## config.mk

```make
export PLATFORM = sky130hd
export DESIGN_NAME = regex_token_segmenter_unit
export DESIGN_NICKNAME = d
export VERILOG_FILES = /design/src/hw/rtl/rts_pkg.sv /design/src/hw/rtl/rts_decode.sv /design/src/hw/rtl/rts_serializer.sv /design/src/hw/rtl/regex_token_segmenter_unit.sv
export SDC_FILE = /design/constraint.sdc
export NUM_CORES = 1
export LEC_CHECK = 0
export BUFFER_PORTS_ARGS = -buffer_cell sky130_fd_sc_hd__buf_2
export CAP_MARGIN = 20
export CORE_AREA = 2 2 102 104
export DETAILED_ROUTE_END_ITERATION = 12
export DIE_AREA = 0 0 104 106
export GPL_TIMING_DRIVEN = 0
export PLACE_DENSITY = 0.84
export RECOVER_POWER = 50
export SLEW_MARGIN = 20
export SYNTH_ARGS = -nofsm -noshare
export SYNTH_HDL_FRONTEND = slang
export SYNTH_SLANG_ARGS = --single-unit
```

## constraint.sdc

```tcl
create_clock -name i_clk -period 10.04 [get_ports i_clk]
set_clock_uncertainty 0.15 [all_clocks]
set_input_delay 0 -clock i_clk [delete_from_list [all_inputs] [get_ports i_clk]]
set_output_delay 0 -clock i_clk [all_outputs]
set_load 0.01 [all_outputs]
```

## src/hw/rtl/rts_pkg.sv

```systemverilog
`timescale 1ns / 1ps
`default_nettype none
// ----------------------------------------------------------------------------
// rts_pkg: shared types and constants of the regex token segmenter
// Character codes, recognizer state encoding, beat and token list structs,
// and the class pattern lookup.
// ----------------------------------------------------------------------------
package rts_pkg;

    localparam int MAX_RES = 8;
    localparam int CNT_W   = $clog2(MAX_RES + 1);
    localparam int IDX_W   = $clog2(MAX_RES);

    localparam logic [7:0] CH_BSL  = 8'h5C;
    localparam logic [7:0] CH_LBR  = 8'h5B;
    localparam logic [7:0] CH_0    = 8'h30;
    localparam logic [7:0] CH_DASH = 8'h2D;
    localparam logic [7:0] CH_9    = 8'h39;
    localparam logic [7:0] CH_RBR  = 8'h5D;
    localparam logic [7:0] CH_LA   = 8'h61;
    localparam logic [7:0] CH_LZ   = 8'h7A;
    localparam logic [7:0] CH_UA   = 8'h41;
    localparam logic [7:0] CH_UZ   = 8'h5A;
    localparam logic [7:0] CH_TAB  = 8'h09;
    localparam logic [7:0] CH_SP   = 8'h20;

    // prefix length is the state code minus the base of its class
    localparam logic [3:0] DIGIT_BASE = 4'd1;
    localparam logic [3:0] ALPHA_BASE = 4'd4;
    localparam logic [2:0] DIGIT_LAST = 3'd4;
    localparam logic [2:0] ALPHA_LAST = 3'd7;

    typedef enum logic [3:0] {
        ST_IDLE = 4'd0,
        ST_ESC  = 4'd1,
        ST_D1   = 4'd2,
        ST_D2   = 4'd3,
        ST_D3   = 4'd4,
        ST_D4   = 4'd5,
        ST_A2   = 4'd6,
        ST_A3   = 4'd7,
        ST_A4   = 4'd8,
        ST_A5   = 4'd9,
        ST_A6   = 4'd10,
        ST_A7   = 4'd11
    } t_rec_state;

    typedef struct packed {
        logic [7:0] ch;
        logic       end_of_expr;
    } t_in_item;

    typedef struct packed {
        logic [7:0] tok_char;
        logic       token_end;
        logic       last;
    } t_out_item;

    typedef struct packed {
        logic [7:0] tok_char;
        logic       token_end;
    } t_tok;

    typedef struct packed {
        t_tok [MAX_RES-1:0]  ent;
        logic [CNT_W-1:0]    cnt;
    } t_burst;

    // character idx of [0-9] (alpha = 0) or [a-zA-Z] (alpha = 1)
    function automatic logic [7:0] pat_char(input logic alpha, input logic [2:0] idx);
        logic [7:0] r;
        r = CH_LBR;
        if (alpha) begin
            case (idx)
                3'd0:    r = CH_LBR;
                3'd1:    r = CH_LA;
                3'd2:    r = CH_DASH;
                3'd3:    r = CH_LZ;
                3'd4:    r = CH_UA;
                3'd5:    r = CH_DASH;
                3'd6:    r = CH_UZ;
                default: r = CH_RBR;
            endcase
        end else begin
            case (idx)
                3'd0:    r = CH_LBR;
                3'd1:    r = CH_0;
                3'd2:    r = CH_DASH;
                3'd3:    r = CH_9;
                3'd4:    r = CH_RBR;
                default: r = 8'h00;
            endcase
        end
        return r;
    endfunction

endpackage
`default_nettype wire

```

## src/hw/rtl/rts_decode.sv

```systemverilog
`timescale 1ns / 1ps
`default_nettype none
// ----------------------------------------------------------------------------
// rts_decode: recognizer state and token list builder
// Turns one character into the list of token beats it releases and advances
// the recognizer state when the character is taken.
// ----------------------------------------------------------------------------
module rts_decode
    import rts_pkg::*;
(
    input  wire logic     i_clk,
    input  wire logic     i_rst_n,
    input  wire logic     i_take,
    input  wire t_in_item i_item,
    output t_burst        o_burst
);

    t_rec_state r_state;
    t_rec_state n_state;

    always_comb begin
        logic [7:0]  c;
        logic        blank;
        logic        alpha;
        logic        pref;
        logic [3:0]  st_bits;
        logic [2:0]  len;
        logic [2:0]  last_len;
        logic [7:0]  expect_c;
        t_rec_state  ns;
        logic [3:0]  ns_bits;
        logic        alpha2;
        logic [2:0]  len2;

        c        = i_item.ch;
        blank    = (c == CH_SP) || (c == CH_TAB);
        st_bits  = r_state;
        alpha    = r_state inside {[ST_A2:ST_A7]};
        pref     = r_state inside {[ST_D1:ST_A7]};
        len      = alpha ? 3'(st_bits - ALPHA_BASE) : 3'(st_bits - DIGIT_BASE);
        last_len = alpha ? ALPHA_LAST : DIGIT_LAST;
        expect_c = pat_char(alpha, len);
        o_burst  = '0;
        ns       = ST_IDLE;

        if (pref) begin
            if (c == expect_c) begin
                if (len == last_len) begin
                    // class complete: release the whole pattern as one token
                    for (int i = 0; i < MAX_RES; i++) begin
                        if (3'(i) <= last_len) begin
                            o_burst.ent[i] = '{tok_char: pat_char(alpha, 3'(i)),
                                               token_end: (3'(i) == last_len)};
                        end
                    end
                    o_burst.cnt = CNT_W'(last_len) + CNT_W'(1);
                end else begin
                    ns = t_rec_state'(st_bits + 4'd1);
                end
            end else if (r_state == ST_D1 && c == CH_LA) begin
                ns = ST_A2;
            end else begin
                // broken prefix: flush as single tokens, drop a blank breaker
                for (int i = 0; i < MAX_RES; i++) begin
                    if (3'(i) < len) begin
                        o_burst.ent[i] = '{tok_char: pat_char(alpha, 3'(i)), token_end: 1'b1};
                    end else if (3'(i) == len) begin
                        o_burst.ent[i] = '{tok_char: c, token_end: 1'b1};
                    end
                end
                o_burst.cnt = CNT_W'(len) + CNT_W'(!blank);
            end
        end else if (r_state == ST_ESC) begin
            o_burst.ent[0] = '{tok_char: CH_BSL, token_end: 1'b0};
            o_burst.ent[1] = '{tok_char: c, token_end: 1'b1};
            o_burst.cnt    = CNT_W'(2);
        end else begin
            if (c == CH_BSL) begin
                ns = ST_ESC;
            end else if (c == CH_LBR) begin
                ns = ST_D1;
            end else if (!blank) begin
                o_burst.ent[0] = '{tok_char: c, token_end: 1'b1};
                o_burst.cnt    = CNT_W'(1);
            end
        end

        // end of expression: pending text leaves as one token
        ns_bits = ns;
        alpha2  = ns inside {[ST_A2:ST_A7]};
        len2    = alpha2 ? 3'(ns_bits - ALPHA_BASE) : 3'(ns_bits - DIGIT_BASE);
        if (i_item.end_of_expr && ns != ST_IDLE) begin
            if (ns == ST_ESC) begin
                o_burst.ent[0] = '{tok_char: CH_BSL, token_end: 1'b1};
                o_burst.cnt    = CNT_W'(1);
            end else begin
                for (int i = 0; i < MAX_RES; i++) begin
                    if (3'(i) < len2) begin
                        o_burst.ent[i] = '{tok_char: pat_char(alpha2, 3'(i)),
                                           token_end: (3'(i) + 3'd1 == len2)};
                    end
                end
                o_burst.cnt = CNT_W'(len2);
            end
            ns = ST_IDLE;
        end

        n_state = ns;
    end

    always_ff @(posedge i_clk) begin
        if (!i_rst_n) begin
            r_state <= ST_IDLE;
        end else if (i_take) begin
            r_state <= n_state;
        end
    end

endmodule
`default_nettype wire

```

## src/hw/rtl/rts_serializer.sv

```systemverilog
`timescale 1ns / 1ps
`default_nettype none
// ----------------------------------------------------------------------------
// rts_serializer: token list buffer and output register
// Holds the beats released by one character and hands them to the output
// register one per cycle when not stalled, flagging the list's final beat.
// ----------------------------------------------------------------------------
module rts_serializer
    import rts_pkg::*;
(
    input  wire logic      i_clk,
    input  wire logic      i_rst_n,
    input  wire logic      i_load,
    input  wire t_burst    i_burst,
    output logic           o_burst_free,
    output logic           o_out_valid,
    input  wire logic      i_out_ready,
    output t_out_item      o_out_data
);

    t_burst           r_burst;
    logic             r_busy;
    logic [IDX_W-1:0] r_idx;
    logic             r_out_valid;
    t_out_item        r_out_data;

    logic out_free;
    logic advance;
    logic at_last;
    t_tok cur;

    assign out_free     = !r_out_valid || i_out_ready;
    assign advance      = r_busy && out_free;
    assign at_last      = (CNT_W'(r_idx) + CNT_W'(1)) == r_burst.cnt;
    assign cur          = r_burst.ent[r_idx];
    assign o_burst_free = !r_busy || (advance && at_last);
    assign o_out_valid  = r_out_valid;
    assign o_out_data   = r_out_data;

    always_ff @(posedge i_clk) begin
        if (!i_rst_n) begin
            r_busy      <= 1'b0;
            r_idx       <= '0;
            r_out_valid <= 1'b0;
        end else begin
            if (out_free) begin
                r_out_valid <= r_busy;
            end
            // a new list only loads once the old one is on its final beat
            if (i_load) begin
                r_busy <= 1'b1;
                r_idx  <= '0;
            end else if (advance) begin
                r_idx <= at_last ? '0 : r_idx + IDX_W'(1);
                if (at_last) begin
                    r_busy <= 1'b0;
                end
            end
        end
    end

    always_ff @(posedge i_clk) begin
        if (advance) begin
            r_out_data <= '{tok_char: cur.tok_char, token_end: cur.token_end, last: at_last};
        end
        if (i_load) begin
            r_burst <= i_burst;
        end
    end

endmodule
`default_nettype wire

```

## src/hw/rtl/regex_token_segmenter_unit.sv

```systemverilog
`timescale 1ns / 1ps
`default_nettype none
// ----------------------------------------------------------------------------
// regex_token_segmenter_unit: rule expression token segmenter
// Splits a character stream into escape, class and single-character tokens.
// ----------------------------------------------------------------------------
// One character is taken per cycle while the list buffer is free. A character
// that releases k token beats holds the output until all have left (k is at
// most 8, usually 0 or 1), since the beats leave one per cycle, unless the
// output stalls, through the single output register; the input register
// keeps taking the next character meanwhile and stalls only once it is full.
// Output beats pass the input register, list buffer and output register.
module regex_token_segmenter_unit
    import rts_pkg::*;
(
    input  wire logic      i_clk,
    input  wire logic      i_rst_n,
    input  wire logic      i_in_valid,
    output logic           o_in_ready,
    input  wire t_in_item  i_in_data,
    output logic           o_out_valid,
    input  wire logic      i_out_ready,
    output t_out_item      o_out_data
);

    logic     r_in_valid;
    t_in_item r_in;
    logic     take;
    logic     burst_free;
    t_burst   burst;

    assign take       = r_in_valid && burst_free;
    assign o_in_ready = !r_in_valid || take;

    always_ff @(posedge i_clk) begin
        if (!i_rst_n) begin
            r_in_valid <= 1'b0;
        end else if (o_in_ready) begin
            r_in_valid <= i_in_valid;
        end
    end

    always_ff @(posedge i_clk) begin
        if (o_in_ready && i_in_valid) begin
            r_in <= i_in_data;
        end
    end

    rts_decode u_decode (
        .i_clk   (i_clk),
        .i_rst_n (i_rst_n),
        .i_take  (take),
        .i_item  (r_in),
        .o_burst (burst)
    );

    rts_serializer u_serializer (
        .i_clk        (i_clk),
        .i_rst_n      (i_rst_n),
        .i_load       (take && (burst.cnt != '0)),
        .i_burst      (burst),
        .o_burst_free (burst_free),
        .o_out_valid  (o_out_valid),
        .i_out_ready  (i_out_ready),
        .o_out_data   (o_out_data)
    );

endmodule
`default_nettype wire

```

Word-level counts from Yosys, hierarchy flattened. Cells that the tools add are included.

Add/sub/neg operators: 9. $lt $le $gt $ge: 30. Eq/ne operators: 38. Muxes and demuxes: 77. Bitwise gates (word level): 1. Reductions and logical operators: 28.

Operator list (count): 76-bit two-way mux (4); 9-bit two-way mux (32); 13-bit two-way mux (5); 63-bit two-way mux (1); 7-bit two-way mux (9); 54-bit two-way mux (1); 7-bit one-hot mux with 6 select lines (1); 3-bit == test, first input constant (12); 7-bit one-hot mux with 5 select lines (1); 9-bit binary-select mux with 3-bit select (1); 8-bit by 7-bit == test with 1-bit output, second input constant (3); 3-bit less-than comparator, first input constant (8); 4-bit two-way mux (6); 22-bit two-way mux (1); 2-bit by 3-bit == test with 1-bit output, first input constant (6); 8-bit two-way mux (2); 3-bit less-or-equal comparator, first input constant (4); 1-bit by 3-bit less-than comparator with 1-bit output, first input constant (4); 2-bit by 3-bit less-than comparator with 1-bit output, first input constant (4); 3-bit two-way mux (4); 6-bit two-way mux (2); 1-bit logical AND (10); 5-bit two-way mux (2); 1-bit by 3-bit == test with 1-bit output, first input constant (3); 32 further kinds (57).

Register bits after elaboration: 105. Input bits: 13. Logic and storage cells: 210.

Longest topological paths before layout.
Depth in word-level cells: 21. Depth in mapped cells: 23. Mapped depth without buffers: 18.

By module. A second synthesis with hierarchy kept.

Cells, all modules: 615. Area total of the unflattened synthesis: 6618.8 um^2.

Modules (own cells, without submodules): rts_serializer (instances 1, cells an instance 155, area an instance 3502.1 um^2); rts_decode (instances 1, cells an instance 444, area an instance 2776.4 um^2); regex_token_segmenter_unit (instances 1, cells an instance 16, area an instance 340.3 um^2).

Worst setup path after synthesis. OpenSTA, ideal clock, no wires.

Path type: register to register. Start point: reg u_decode.r_state[1]. End point: reg u_serializer.r_burst[0] (netlist bit), enable pin. Setup time: 421 ps. Arrival time: 5649 ps. Required time: 9469 ps. Path slack: 3820 ps. Stages on the path, launching flop included: 20. Path buffers: 2. Clock period less this slack: 6220 ps. Path through: dfxtp_1 -> buf_2 -> inv_1 -> ha_1 -> nand2b_1 -> a311oi_1 -> mux2_2 -> nor3_2 -> nand4_2 -> buf_2 -> or3_1 -> nand3_1 -> ha_1 -> inv_1 -> o21a_1 -> or3_1 -> o31a_1 -> xor2_2 -> o32ai_2 -> a31oi_4.

Word-level cells in the longest chain between the ends: 17.

RTL lines: start: declaration (RTL line rts_decode.sv:18) `t_rec_state r_state;`; start signal: assignment (RTL line rts_decode.sv:115) `r_state <= n_state;`; 4-bit by 3-bit greater-or-equal comparator with 1-bit output or 4-bit less-or-equal comparator (tied branches) (RTL line rts_decode.sv:38, rts_decode.sv:39); 1-bit logical AND (RTL line rts_decode.sv:38) `alpha = r_state inside {[ST_A2:ST_A7]};`; 3-bit two-way mux (RTL line rts_decode.sv:40) `len = alpha ? 3'(st_bits - ALPHA_BASE) : 3'(st_bits - DIGIT_BASE);`; 3-bit == test or 3-bit by 2-bit == test with 1-bit output (tied branches) (RTL line rts_pkg.sv:74, rts_pkg.sv:85); 2-bit OR reduction (no source line); 7-bit one-hot mux with 6 select lines (RTL line rts_pkg.sv:74) `case (idx)`; 8-bit two-way mux (RTL line rts_pkg.sv:73) `if (alpha) begin`; 8-bit == test (RTL line rts_decode.sv:47) `if (c == expect_c) begin`; (+2 left out); 4-bit by 3-bit greater-or-equal comparator with 1-bit output or 4-bit less-or-equal comparator (tied branches) (RTL line rts_decode.sv:90) `alpha2 = ns inside {[ST_A2:ST_A7]};`; 1-bit logical AND (RTL line rts_decode.sv:90); 3-bit two-way mux (RTL line rts_decode.sv:91) `len2 = alpha2 ? 3'(ns_bits - ALPHA_BASE) : 3'(ns_bits - DIGIT_BASE);`; 13-bit two-way mux (RTL line rts_decode.sv:93) `if (ns == ST_ESC) begin`; 76-bit two-way mux (*) (RTL line rts_decode.sv:92) `if (i_item.end_of_expr && ns != ST_IDLE) begin`; 4-bit nonzero test (*) (RTL line regex_token_segmenter_unit.sv:60) `.i_load (take && (burst.cnt != '0)),`; 1-bit logical AND (*) (RTL line regex_token_segmenter_unit.sv:60); net u_serializer.i_load (RTL line rts_serializer.sv:13) `input wire logic i_load,`; end signal: assignment (RTL line rts_serializer.sv:67) `r_burst <= i_burst;`; end: declaration (RTL line rts_serializer.sv:21) `t_burst r_burst;`.

Mark *: on every way through the listed nets, which the timed path passes. The rest lies on a longest branch. A chain may end at the register's enable or synchronous reset.

Final worst setup path.
Start point: reg u_decode.r_state[1]. End point: reg u_serializer.r_burst[17] (netlist bit), enable pin.

The elaborated chain is that of the path after synthesis.

==> results.md <==
- Max FO, Critical Path: 24
- Initial antenna violation count: 0
- Post-Synthesis Cells: 602
- Placed cells: 765
- DRT iter0 DRCs: 776
- Final hold violations: 0
- Critical Path RT: 9.98 ns
- Largest net degree at the start of global routing: 25
- H-tree depth: 3
- Leak: 2.58 nW
- Yosys reg bits: 105
- Net Count, Synth: 625
- Final WL: 17.7 mm
- Violated checks: max-capacitance violations, max-slew violations
- Netlist Area Pre-Place: 6530 um2
- CTS Buf Count: 9
- Final setup fails: 0
- Seq/Total Area, Yosys: 0.468
- Std cell rows: 37
- Pre-antenna DRT Iters: 7
- Syn avg cell area: 10.8 um2
- Final antenna-violating net count: 0
- Status: finished, violations left
- CTS tree: yes
- Worst vdd ir: 0.0709 mV
- Via Count: 5424
- Die height: 106 um
- Busiest grt layer: met2
- Io pins: 25
- Critical Path Source Type: flip-flop
- Initial core utilization: 0.653
- Non-Filler Instances: 795
- Most used DFF post-synth: edfxtp_1
- Period utilization: 0.793
- Async S/R FF share, synth: 0
- RSZ-0062 raised after global routing: no
- Maxcap violations: 1
- First-pass GRT wire length: 28.0 mm
- Met2 Track Usage GR: 0.568
- Setup crit end kind: flip-flop
- Grt ovf: 0
- Worst-margin pin slew: 1.75 ns
- Setup TNS: 0 ns
- Port bufs: 24
- Diodes inserted: 0
- PwrDens: 116 nW/um2
- Fmax: 0.126 GHz
- Max-slew violations: 8
- Total Power: 0.832 mW
- DP HPWL: 12.9 mm
- Core ar.: 10000 um2
- Number of global-route vias before repair: 5239
- Layout area overhead: 9.43%
- Headroom to the max-slew limit: -0.179
- Worst Setup Slack post-DPL: 3.60 ns
- GPL Wtd Cong: 1.03
- Layout cells sized above 1: 0.127
- Register Area: 3050 um2
- Clock-pin slew on the worst setup and hold paths: 0.10 ns
- Nets: 677
- # DRC: 0
- Clk buf depth: 2
- Drt wl/cell: 22.3 um
- WS Path Type: reg -> reg
- Post-layout minimum cycle time: 7.96 ns
- Met1 Use GR: 0.416
- Post-CTS Setup Bufs: 0
- Filler Cell Count: 769
- Clock tree root driver cell: clkbuf_8
- Post-synth cell types: 84
- Total track usage: 0.331
- Die ar.: 11000 um2
- Multi-input combinational cell area: 3120 um2
- Setup WS post-layout: 2.08 ns
- Fin util: 0.715
- Die width: 104 um
- Sink Count: 105
- GR met3 Demand/Resource: 0.0503
- Data arrival time of the worst path: 7.90 ns
- Worst Hold Class: in -> reg
- DR vias/cell: 6.82
- Synth warn: 0
- Post-synth EDFFs: 95
- Latest clock arrival within the worst-skew pair: 0.38 ns
cells in the final DEF (no fill, tap or decap), types with 12 or more instances in the layout:
master	netlist	routed
o21ai_0	33	33
clkbuf_1	24	40
nand2b_1	13	13
a21oi_1	32	34
nor2_1	33	34
edfxtp_1	95	95
nand2_1	53	53
and2_1	23	16
buf_2	9	18
nor3_1	12	14
inv_1	14	14
mux4_2	18	18
nand3_1	12	12
dlygate4sd3_1	0	14
metrics by stage:
stage | area (um2) | hold WS (ns)
floorplan | 6530 | -0.0511
global placement | 6820 | 0.0261
detailed placement | 6900 | 0.0281
CTS | 7230 | 0.158
global route | 7150 | 0.169
finish | 7150 | 0.170
sequential cells by signal (all words and copies together), names as in the netlist:
register	flops
u_serializer.r_burst	76
u_serializer.o_out_data	10
r_in	9
u_decode.r_state	4
u_serializer.r_idx	3
r_in_valid	1
u_serializer.o_out_valid	1
u_serializer.r_busy	1
critical path, stage by stage (launching register included):
cell and delay [ns]:
dfxtp_1 0.42, clkbuf_1 0.37, inv_1 0.19, ha_1 0.38
nand2b_1 0.23, a311oi_1 0.34, mux2_1 0.36, nor3_1 0.24
nand4_1 0.32, o41ai_1 1.55, inv_1 0.20, ha_1 0.32
inv_1 0.08, o21a_1 0.13, or3_1 0.10, o31a_1 0.28
xor2_1 0.58, o32ai_1 0.26, a31oi_4 0.50, buf_16 0.24
buf_16 0.19, buf_16 0.19
routing by layer:
layer / wire, um / vias up
met5: 0 / -
met4: 783 / 0
met3: 1630 / 85
met2: 8660 / 387
met1: 6670 / 2555
li1: - / 2397
synthesized netlist by cell type, types with 10 or more instances:
| cell type | number | area share |
|---|---|---|
| edfxtp_1 | 95 | 0.44 |
| nand2_1 | 53 | 0.030 |
| nor2_1 | 33 | 0.019 |
| o21ai_0 | 33 | 0.025 |
| a21oi_1 | 32 | 0.025 |
| clkbuf_1 | 24 | 0.014 |
| and2_1 | 23 | 0.022 |
| mux4_2 | 18 | 0.062 |
| inv_1 | 14 | 0.0080 |
| nand2b_1 | 13 | 0.012 |
| nand3_1 | 12 | 0.0092 |
| nor3_1 | 12 | 0.0092 |
| and3_1 | 11 | 0.011 |
| dfxtp_1 | 10 | 0.031 |
| ha_1 | 10 | 0.019 |
| mux2_2 | 10 | 0.017 |
| nor2b_1 | 10 | 0.0096 |
where the power goes:
part	total, mW	internal, mW	switching [mW]
Clock	0.256	0.102	0.154
Combinational	0.0729	0.0320	0.0409
Sequential	0.503	0.495	0.00822
Total	0.832	0.629	0.203
path summary, 6_finish.rpt:
check	cells past startpoint	startpoint	to	slack, ns
setup / recovery	21	u_decode.r_state[1]	u_serializer.r_burst[17]	2.08
hold / removal	2	i_in_data[0]	r_in[0]	0.17
setup reg to reg	21	u_decode.r_state[1]	u_serializer.r_burst[17]	2.08
hold reg to reg	2	r_in_valid	u_serializer.r_busy	0.51
timing repair:
action / 4_1_cts / 5_1_grt
endpoints found under the hold margin: 19 / 0
resized for setup: 0 / 0
hold buffers: 14 / 0
cell type report:
cell class,count,area share
multi-input cells,435,0.436
flip-flops and latches,105,0.427
repair buffers,41,0.0459
plain buffers,46,0.0320
well taps,136,0.0238
clock buffers,11,0.0198
inverters,16,0.00840
clock inverters,5,0.00665
cell families (layout without fill, tap and decap cells):
family,Yosys count,after routing,share of synthesized area
compound gates,167,167,0.185
xor+xnor,15,15,0.0234
fa+ha+maj,14,14,0.0253
buf+inv,62,119,0.0448
flops,105,105,0.468
mux,30,30,0.0824
simple gates,209,209,0.172
Power figures use the tool's default switching activity.
